[src/rtl/core/skt_pkg.sv]
// Shared types and codes of the sorted key table.
package skt_pkg;

   localparam int DEPTH_DEF = 16;
   localparam int KEY_W     = 32;
   localparam int PAY_W     = 32;
   localparam int ACT_W     = 3;
   localparam int CNT_OUT_W = 5;

   localparam logic [ACT_W-1:0] ACT_INSERT    = 3'd0;
   localparam logic [ACT_W-1:0] ACT_REM_FIRST = 3'd1;
   localparam logic [ACT_W-1:0] ACT_REM_LAST  = 3'd2;
   localparam logic [ACT_W-1:0] ACT_REM_KEY   = 3'd3;
   localparam logic [ACT_W-1:0] ACT_LOOKUP    = 3'd4;

   typedef struct packed {
      logic [ACT_W-1:0]        action;
      logic signed [KEY_W-1:0] key;
      logic [PAY_W-1:0]        record_payload;
   } req_type;

   typedef struct packed {
      logic                 ok;
      logic [PAY_W-1:0]     found_payload;
      logic [CNT_OUT_W-1:0] entry_count;
   } rsp_type;

   // Request token that walks the row of cells, one cell per cycle.
   typedef struct packed {
      logic                    active;
      logic                    en;
      logic [ACT_W-1:0]        action;
      logic signed [KEY_W-1:0] key;
      logic signed [KEY_W-1:0] carry_key;
      logic [PAY_W-1:0]        carry_pay;
      logic                    hit;
      logic [PAY_W-1:0]        found_pay;
   } tok_type;

endpackage

[src/rtl/core/skt_cell.sv]
// One entry slot of the sorted key table with its stage of the request token.
module skt_cell import skt_pkg::*; #(
   parameter int CNT_W = 5,
   parameter int IDX   = 0
) (
   input  logic                    clock,
   input  logic                    reset,
   input  tok_type                 tok_in,
   output tok_type                 tok_out,
   input  logic [CNT_W-1:0]        count,
   input  logic signed [KEY_W-1:0] nbr_key,
   input  logic [PAY_W-1:0]        nbr_pay,
   output logic signed [KEY_W-1:0] key_out,
   output logic [PAY_W-1:0]        pay_out
);

   localparam logic [CNT_W-1:0] IDX_V  = CNT_W'(IDX);
   localparam logic [CNT_W-1:0] IDX1_V = CNT_W'(IDX + 1);

   logic signed [KEY_W-1:0] key_ff, key_in;
   logic [PAY_W-1:0]        pay_ff, pay_in;
   tok_type                 tok_ff, tok_nx_in;
   logic                    valid;
   logic                    here;
   logic                    match;

   always_comb begin
      valid = IDX_V < count;
      if (IDX == 0) begin
         here = (count == '0) || ($signed(key_ff) > $signed(tok_in.key));
      end else begin
         here = !valid || ($signed(key_ff) >= $signed(tok_in.key));
      end
      if (tok_in.action == ACT_REM_FIRST) begin
         match = (IDX == 0) && valid;
      end else begin
         match = valid && (key_ff == tok_in.key);
      end
   end

   always_comb begin
      tok_nx_in = tok_in;
      key_in    = key_ff;
      pay_in    = pay_ff;
      if (tok_in.active) begin
         case (tok_in.action) inside
            ACT_INSERT: begin
               if (tok_in.en && (tok_in.hit || here)) begin
                  key_in              = tok_in.carry_key;
                  pay_in              = tok_in.carry_pay;
                  tok_nx_in.carry_key = key_ff;
                  tok_nx_in.carry_pay = pay_ff;
                  tok_nx_in.hit       = 1'b1;
               end
            end
            ACT_REM_FIRST, ACT_REM_KEY: begin
               if (tok_in.hit || match) begin
                  key_in = nbr_key;
                  pay_in = nbr_pay;
               end
               if (!tok_in.hit && match) begin
                  tok_nx_in.hit       = 1'b1;
                  tok_nx_in.found_pay = pay_ff;
               end
            end
            ACT_REM_LAST: begin
               if (!tok_in.hit && valid && (IDX1_V == count)) begin
                  tok_nx_in.hit       = 1'b1;
                  tok_nx_in.found_pay = pay_ff;
               end
            end
            ACT_LOOKUP: begin
               if (!tok_in.hit && match) begin
                  tok_nx_in.hit       = 1'b1;
                  tok_nx_in.found_pay = pay_ff;
               end
            end
            default: begin
            end
         endcase
      end
   end

   always_ff @(posedge clock) begin
      key_ff <= key_in;
      pay_ff <= pay_in;
      if (reset) begin
         tok_ff.active <= 1'b0;
      end else begin
         tok_ff <= tok_nx_in;
      end
   end

   assign tok_out = tok_ff;
   assign key_out = key_ff;
   assign pay_out = pay_ff;

endmodule
[config.mk]
export PLATFORM = sky130hd
export DESIGN_NAME = skt_cell
export DESIGN_NICKNAME = d
export VERILOG_FILES = /design/src/rtl/core/skt_pkg.sv /design/src/rtl/core/skt_cell.sv
export SDC_FILE = /design/constraint.sdc
export NUM_CORES = 1
export LEC_CHECK = 0
export ABC_AREA = 0
export BUFFER_PORTS_ARGS = -buffer_cell sky130_fd_sc_hd__buf_4
export CAP_MARGIN = 20
export CELL_PAD_IN_SITES_DETAIL_PLACEMENT = 1
export CELL_PAD_IN_SITES_GLOBAL_PLACEMENT = 1
export CORE_UTILIZATION = 34
export CTS_BUF_LIST = sky130_fd_sc_hd__clkbuf_4 sky130_fd_sc_hd__clkbuf_8 sky130_fd_sc_hd__clkbuf_16
export CTS_CLUSTER_SIZE = 40
export DETAILED_ROUTE_END_ITERATION = 8
export PLACE_DENSITY = 0.72
export REMOVE_ABC_BUFFERS = 1
export SLEW_MARGIN = 20
export SYNTH_ARGS = -nofsm -noshare
export SYNTH_HDL_FRONTEND = slang
export SYNTH_SLANG_ARGS = --single-unit
[constraint.sdc]
create_clock -name clock -period 9.2 [get_ports clock]
set_input_delay 0.92 -clock clock [delete_from_list [all_inputs] [get_ports clock]]
set_output_delay 0.92 -clock clock [all_outputs]
set_load 0.05 [all_outputs]
======== Word level (Yosys, flattened, before mapping) ========
Index checks and enable logic that the tools add are counted.
operators by class
  bitwise logic cells ..................... 0
  shift-type cells ........................ 0
  divide/modulo/power cells ............... 0
  magnitude comparators ................... 2
  mux-type cells .......................... 22
  $add $sub $neg .......................... 0
  multipliers ............................. 0
  equal/unequal tests ..................... 7
  reduce and logical (&&, ||, !) cells .... 15
operators with widths
  cell                count
  $mux 32             12
  $mux 97             1
  $mux 33             2
  $mux 65             1
  $mux 64             1
  $eq 32x32->1        1
  $gt 32x32->1        1
  $eq 3x2->1 const B  2
  $eq 1x5->1 const A  1
  $logic_and 1x1->1   5
  $logic_not 5->1     1
  $lt 1x5->1 const A  1
  $mux 1              5
  $reduce_and 4->1    1
  $reduce_bool 2->1   2
  $eq 3x1->1 const B  1
  $eq 3x3->1 const B  1
  $logic_not 3->1     1
  $logic_or 1x1->1    3
  $ne 2x1->1 const B  1
  $reduce_or 2->1     1
  $logic_not 1->1     1
word-level totals
  word-level logic and storage cells ...... 56
  register bits ........................... 198
  bits in read-only memories .............. 0
  bits in writable memories ............... 0
  latch bits .............................. 0
  bits of input ports ..................... 205
  memories ................................ 0

======== Logic depth before layout (Yosys ltp) ========
Gate-level depths: netlist of the first run.
  depth after elaboration ................. 10
  depth in mapped cells ................... 11
  depth with buffers taken out ............ 9

======== Worst setup path after synthesis of the first run ========
OpenSTA, ideal clock, no wires.
  path type ............................... in2reg
  start point ............................. in tok_in[128] (netlist name)
  end point ............................... reg key_ff[0] (netlist: key_out[0]) (enable)
  path slack .............................. 3.318 ns
  path buffers ............................ 0
  stages .................................. 8
  arrival time ............................ 5.375 ns
  path through ............................ inv_1 ha_1 nand4_2 nor3_1 a221o_2 nor4_1 nor3_1 a21oi_1
on the way
  longest elaborated chain between the ends .. 6
ends and longest elaborated chain
  item                                                       RTL line                        RTL
  from (decl)                                                skt_cell.sv:8                   input tok_type tok_in,
  $gt 32x32->1 or $eq 32x32->1 (tied branches)               skt_cell.sv:30, skt_cell.sv:37
  $logic_or 1x1->1 or $logic_and 1x1->1 (tied branches)      skt_cell.sv:30, skt_cell.sv:37
  $logic_or 1x1->1 or $mux 1 (tied branches)                 skt_cell.sv:48, skt_cell.sv:34
  $logic_and 1x1->1 or $logic_or 1x1->1 (tied branches)      skt_cell.sv:48, skt_cell.sv:57
  $ne 2x1->1 (no line) or $reduce_bool 2->1 (tied branches)  -
  $reduce_and 4->1 (no line) *                               -
  to (signal assigned)                                       skt_cell.sv:85                  key_ff <= key_in;
  to (decl)                                                  skt_cell.sv:20                  logic signed [KEY_W-1:0] key_ff, key_in;
Mark *: on every way between the ends. The rest lies on a longest branch, timed or not.
A chain may end at the register's enable or synchronous reset.

==> results.cfg, run 1 <==
[critical_path]
crit_required_ns = 9.38
r2r-start = key_out[13]
startpoint = tok_in[111]
critPathCaptureType = register
worst_setup_path_start_kind = primary input
crit_arrival_ns = 4.27
path_class = in -> reg
crit_fanout = 34

[sta]
rsz0062_at_grt = no
fin_setup_tns_ns = 0
post-route-period-util_pct = 44.5
fin_skew_ns = 0.0175
setup_ws_ns = 5.11
hold_violations = 0
final_max_slew_viol_count = 0
tightestPinTransition_ns = 0.950
slew_headroom_pct = 36.7
timing.fmax_ghz = 0.244
finalCriticalPeriod_ns = 4.09
setup_viol = 0

[routing]
wl_per_cell_um = 20.9
vias = 6105
ant_nets = 0
route.detailed.drc = 0
viasPerCell = 4.73
drtPass1Iterations = 4
drtIter0Drc = 289
routed_wl_um = 26900

[floorplan]
dieArea_mm2 = 0.0280
dieWidth_um = 167
fp.dieH_um = 167
core_area_mm2 = 0.0269
ioPinCount = 403
rows = 60
start_util_pct = 34.6

[place]
place_hpwl_um = 20400
gp_congestion = 0.736
numPortBuffers = 402
pre_cts_slack_ns = 4.58

[clocking]
clkTransAtPathRegs_ns = 0.08
cts_tree = done
clock_latency_ns = 0.43
root_buffer = clkbuf_16
numCtsBuffers = 17
cts_sinks = 198
post-cts-setup-buffers = 0
cts_hold_buf = 0
ctsLongestPathBuffers = 2
htreeDepth = 4
cts_resized = 0

[grt]
antenna_found_initial = 0
grt_pass1_wl_um = 39900
grt_usage_pct = 18.9
grt_max_degree = 71
gr-total-overflow = 0
grt_pass1_vias = 6670

[synthesis]
yosysWarnings = 0
syn_avg_cell_area_um2 = 17.7
ys_types = 39
synth_area_mm2 = 0.00931
postSynthCellCount = 526
ys_seq_elements = 198
ys_seq_area_share_pct = 63.8

[status]
status = complete, no violations

[layout]
mostFrequentLayoutCells = buf_4 (410), edfxtp_1 (197), mux2_4 (91), mux2_2 (70), inv_1 (34)
antennaDiodeCount = 0
layout_commonest_cell = buf_4
layout.nets = 1175
syn2layout_area_growth_pct = 42.4
drive_gt1_share_pct = 64.7

[worst_hold_path]
hold_start = pay_out[4]
hold_path.class = reg -> reg

[power]
p_leak_nw = 5.69
peakVddDrop_mv = 0.103
powerDensity_mw_per_mm2 = 172

[flow_run]
drv_cap = 0
## routing by layer
metal | share of wire (%) | routed length, um | GRT usage, % | up-vias
li1 | - | - | - | 2852
met1 | 38 | 10300 | 20.7 | 2988
met2 | 54 | 14500 | 36.0 | 245
met3 | 6.4 | 1730 | 5.08 | 20
met4 | 1.3 | 358 | 4.55 | 0
met5 | 0 | 0 | 0 | -
## logic make-up (layout without fill, tap and decap cells)
kind of cell	after synthesis	after routing	share of synthesized area [%]
simple gates	46	46	2.84
buf+inv	52	477	3.47
compound gates	37	37	2.50
mux	161	161	23.1
fa+ha+maj	32	32	4.30
flops	198	198	63.8
## cell usage after synthesis (all sizes together)
| library cell | count | area, um^2 |
|---|---|---|
| a211oi | 1 | 7.51 |
| a21o | 1 | 7.51 |
| a21oi | 17 | 85.1 |
| a221o | 2 | 21.3 |
| a31o | 1 | 8.76 |
| a31oi | 1 | 6.26 |
| a41oi | 1 | 8.76 |
| and2b | 1 | 7.51 |
| buf | 10 | 165 |
| clkbuf | 7 | 26.3 |
| dfxtp | 1 | 20.0 |
| edfxtp | 197 | 5920 |
| ha | 32 | 400 |
| inv | 35 | 131 |
| mux2 | 161 | 2150 |
| nand2 | 12 | 45.0 |
| nand2b | 1 | 6.26 |
| nand3 | 5 | 25.0 |
| nand4 | 7 | 50.1 |
| nor2 | 7 | 33.8 |
| nor2b | 1 | 6.26 |
| nor3 | 5 | 30.0 |
| nor3b | 1 | 7.51 |
| nor4 | 5 | 43.8 |
| o21a | 1 | 7.51 |
| o21ai | 7 | 38.8 |
| o21bai | 2 | 15.0 |
| o22a | 1 | 8.76 |
| o2bb2ai | 1 | 8.76 |
| o31a | 1 | 8.76 |
| or3b | 1 | 8.76 |
## flip-flops by register name, indices dropped and copies added (netlist names)
| signal | cells |
|---|---|
| tok_out | 134 |
| key_out | 32 |
| pay_out | 32 |
## power breakdown
part	switching [W]	internal [W]
logic	0.000266	0.000179
clock network	0.000398	0.000369
registers	0.0000188	0.00105
total	0.000683	0.00160
## stage by stage
step | power, W | utilization (%) | instances | cell area, um^2 | hold WS (ns)
after global routing | 0.00236 | 49.3 | 1292 | 13300 | 0.640
after global placement | 0.00153 | 47.1 | 1260 | 12700 | 0.599
after detailed placement | 0.00154 | 47.1 | 1260 | 12700 | 0.603
after floorplan | 0.00136 | - | 509 | 9120 | 0.965
after CTS | 0.00231 | 49.3 | 1292 | 13300 | 0.620
final | 0.00228 | 49.3 | 1292 | 13300 | 0.618
## layout make-up
type,count,area (um^2)
fillers,2717,13600
flip-flops and latches,198,5940
repair buffers,410,3080
clock inverters,15,178
clock buffers,17,425
multi-input cells,276,3080
well taps,341,427
inverters,35,136
## final timing paths
| check | end | slack (ns) | cells past startpoint |
|---|---|---|---|
| max | tok_out[34] | 5.11 | 11 |
| min | tok_out[4] | 0.62 | 1 |
| max reg2reg | tok_out[34] | 5.24 | 9 |
| min reg2reg | tok_out[4] | 0.62 | 1 |
## critical path: stages
cell      delay (ns)
buf_4           0.08
inv_1           0.03
ha_1            0.30
nand4_1         0.18
nor3_1          0.44
a211oi_1        0.19
nor3b_1         0.28
o31a_2          0.18
buf_4           0.53
buf_4           0.65
mux2_2          0.42
Power figures use the tool's default switching activity.
==> run 2, diff against run 1 <==
==> constraint.sdc (replaced) <==
create_clock -name clock -period 4.3 [get_ports clock]
set_input_delay 0.43 -clock clock [delete_from_list [all_inputs] [get_ports clock]]
set_output_delay 0.43 -clock clock [all_outputs]
set_load 0.05 [all_outputs]
==> results.cfg, run 2 (synthesis results as in run 1) <==
[clocking]
cts_hold_buf = 0
clkTransAtPathRegs_ns = 0.09
htreeDepth = 4
root_buffer = clkbuf_16
numCtsBuffers = 17
ctsLongestPathBuffers = 2
cts_sinks = 198
post-cts-setup-buffers = 0
cts_tree = done
cts_resized = 0
clock_latency_ns = 0.44

[floorplan]
rows = 60
start_util_pct = 34.6
core_area_mm2 = 0.0269
ioPinCount = 403
dieArea_mm2 = 0.0280
fp.dieH_um = 167
dieWidth_um = 167

[sta]
holdWs_ns = 0.172
slew_headroom_pct = 44.2
fin_skew_ns = 0.0249
fin_setup_tns_ns = 0
finalCriticalPeriod_ns = 3.33
setup_ws_ns = 0.973
final_max_slew_viol_count = 0
hold_violations = 0
rsz0062_at_grt = no
timing.fmax_ghz = 0.301
setup_viol = 0
post-route-period-util_pct = 77.4
tightestPinTransition_ns = 0.837

[critical_path]
crit_fanout = 30
path_class = reg -> reg
crit_required_ns = 4.47
critPathTopFamily = simple AND/OR/NAND/NOR gates
crit_path_top_delay_cell = buf_4
critPathCaptureType = register
critical-path-max-stage-delay_ns = 0.55
worst_setup_path_start_kind = register
cp_cell_sequence = ha_1, nand4_1, nor3_1, a221o_2, nor4_1, o31a_2, buf_4, mux2_4
crit_arrival_ns = 3.50
critical_path_buf_inv_count = 1

[layout]
largest_reg_flops = 134
layout.nets = 1176
syn2layout_area_growth_pct = 42.6
mostFrequentLayoutCells = buf_4 (410), edfxtp_1 (197), mux2_4 (91), mux2_2 (70), inv_1 (34)
fillerInstances = 2707
finalNonFillerCells = 1293
drive_gt1_share_pct = 64.6
antennaDiodeCount = 0
layout_commonest_cell = buf_4

[place]
place_hpwl_um = 20100
gp_congestion = 0.777
numPortBuffers = 402
dp.cells = 1261
pre_cts_slack_ns = 0.908

[routing]
viasPerCell = 4.77
route.detailed.drc = 0
ant_nets = 0
drtPass1Iterations = 4
routed_wl_um = 27000
vias = 6171
drtIter0Drc = 234
wl_per_cell_um = 20.9

[status]
status = complete, no violations

[grt]
grt_max_degree = 80
gr-total-overflow = 0
antenna_found_initial = 0
grt_pass1_vias = 6644
grt_pass1_wl_um = 39900
grt_usage_pct = 19.0

[power]
powerDensity_mw_per_mm2 = 370
peakVddDrop_mv = 0.175
p_leak_nw = 5.70

[worst_hold_path]
hold_path.class = in -> reg

[flow_run]
drv_cap = 0
==> run 2: cell count changes in the layout (fill, tap and decap cells not counted) <==
| cell | delta |
|---|---|
| clkinv_1 | +1 |
| bufinv_16 | +1 |
| buf_12 | +1 |
| clkinv_2 | -1 |
| inv_12 | +1 |
| inv_8 | +1 |
| clkinvlp_4 | +1 |
| clkinv_8 | -4 |
==> run 2: final timing paths <==
kind                     from           end  slack (ns)  cells past startpoint
setup / recovery  key_out[26]   tok_out[40]        0.97                      8
hold / removal    tok_in[124]  tok_out[124]        0.17                      1
setup reg to reg  key_out[26]   tok_out[40]        0.97                      8
hold reg to reg   pay_out[18]   tok_out[51]        0.60                      1
==> run 2: layout make-up <==
cell class	count	area [um^2]	share of cell area, %
Inverter	35	136	1.03
Tap cell	341	427	3.21
Sequential cell	198	5940	44.7
Multi-Input combinational cell	276	3080	23.2
Timing Repair Buffer	411	3100	23.3
Clock buffer	17	425	3.20
Clock inverter	15	176	1.33
==> run 2: where the power goes <==
group	internal, W	switching, W
Clock	0.000839	0.000828
Sequential	0.00225	0.0000393
Combinational	0.000384	0.000571
Total	0.00347	0.00144
==> run 2: metal layers <==
layer	part of all wire (%)	global-route usage, %	vias up
li1	-	-	2861
met1	38	20.8	3043
met2	54	35.3	238
met3	6.6	5.01	29
met4	1.9	6.66	0
met5	0	0	-
==> run 2: worst register-to-register path, delay by kind of cell, from the launching register on <==
kind	cells	cell delay, ns
muxes	1	0.39
DFF	1	0.46
AOI/OAI and AO/OA	2	0.64
and+or+nand+nor	3	0.71
adders and majority gates	1	0.32
buffers and inverters	1	0.55
==> run 2: stage by stage <==
step	cell area (um^2)	utilization [%]	total power (W)
floorplan	9120	-	0.00291
global placement	12700	47.2	0.00328
detailed placement	12700	47.2	0.00329
CTS	13300	49.4	0.00497
global route	13300	49.4	0.00507
finish	13300	49.4	0.00491
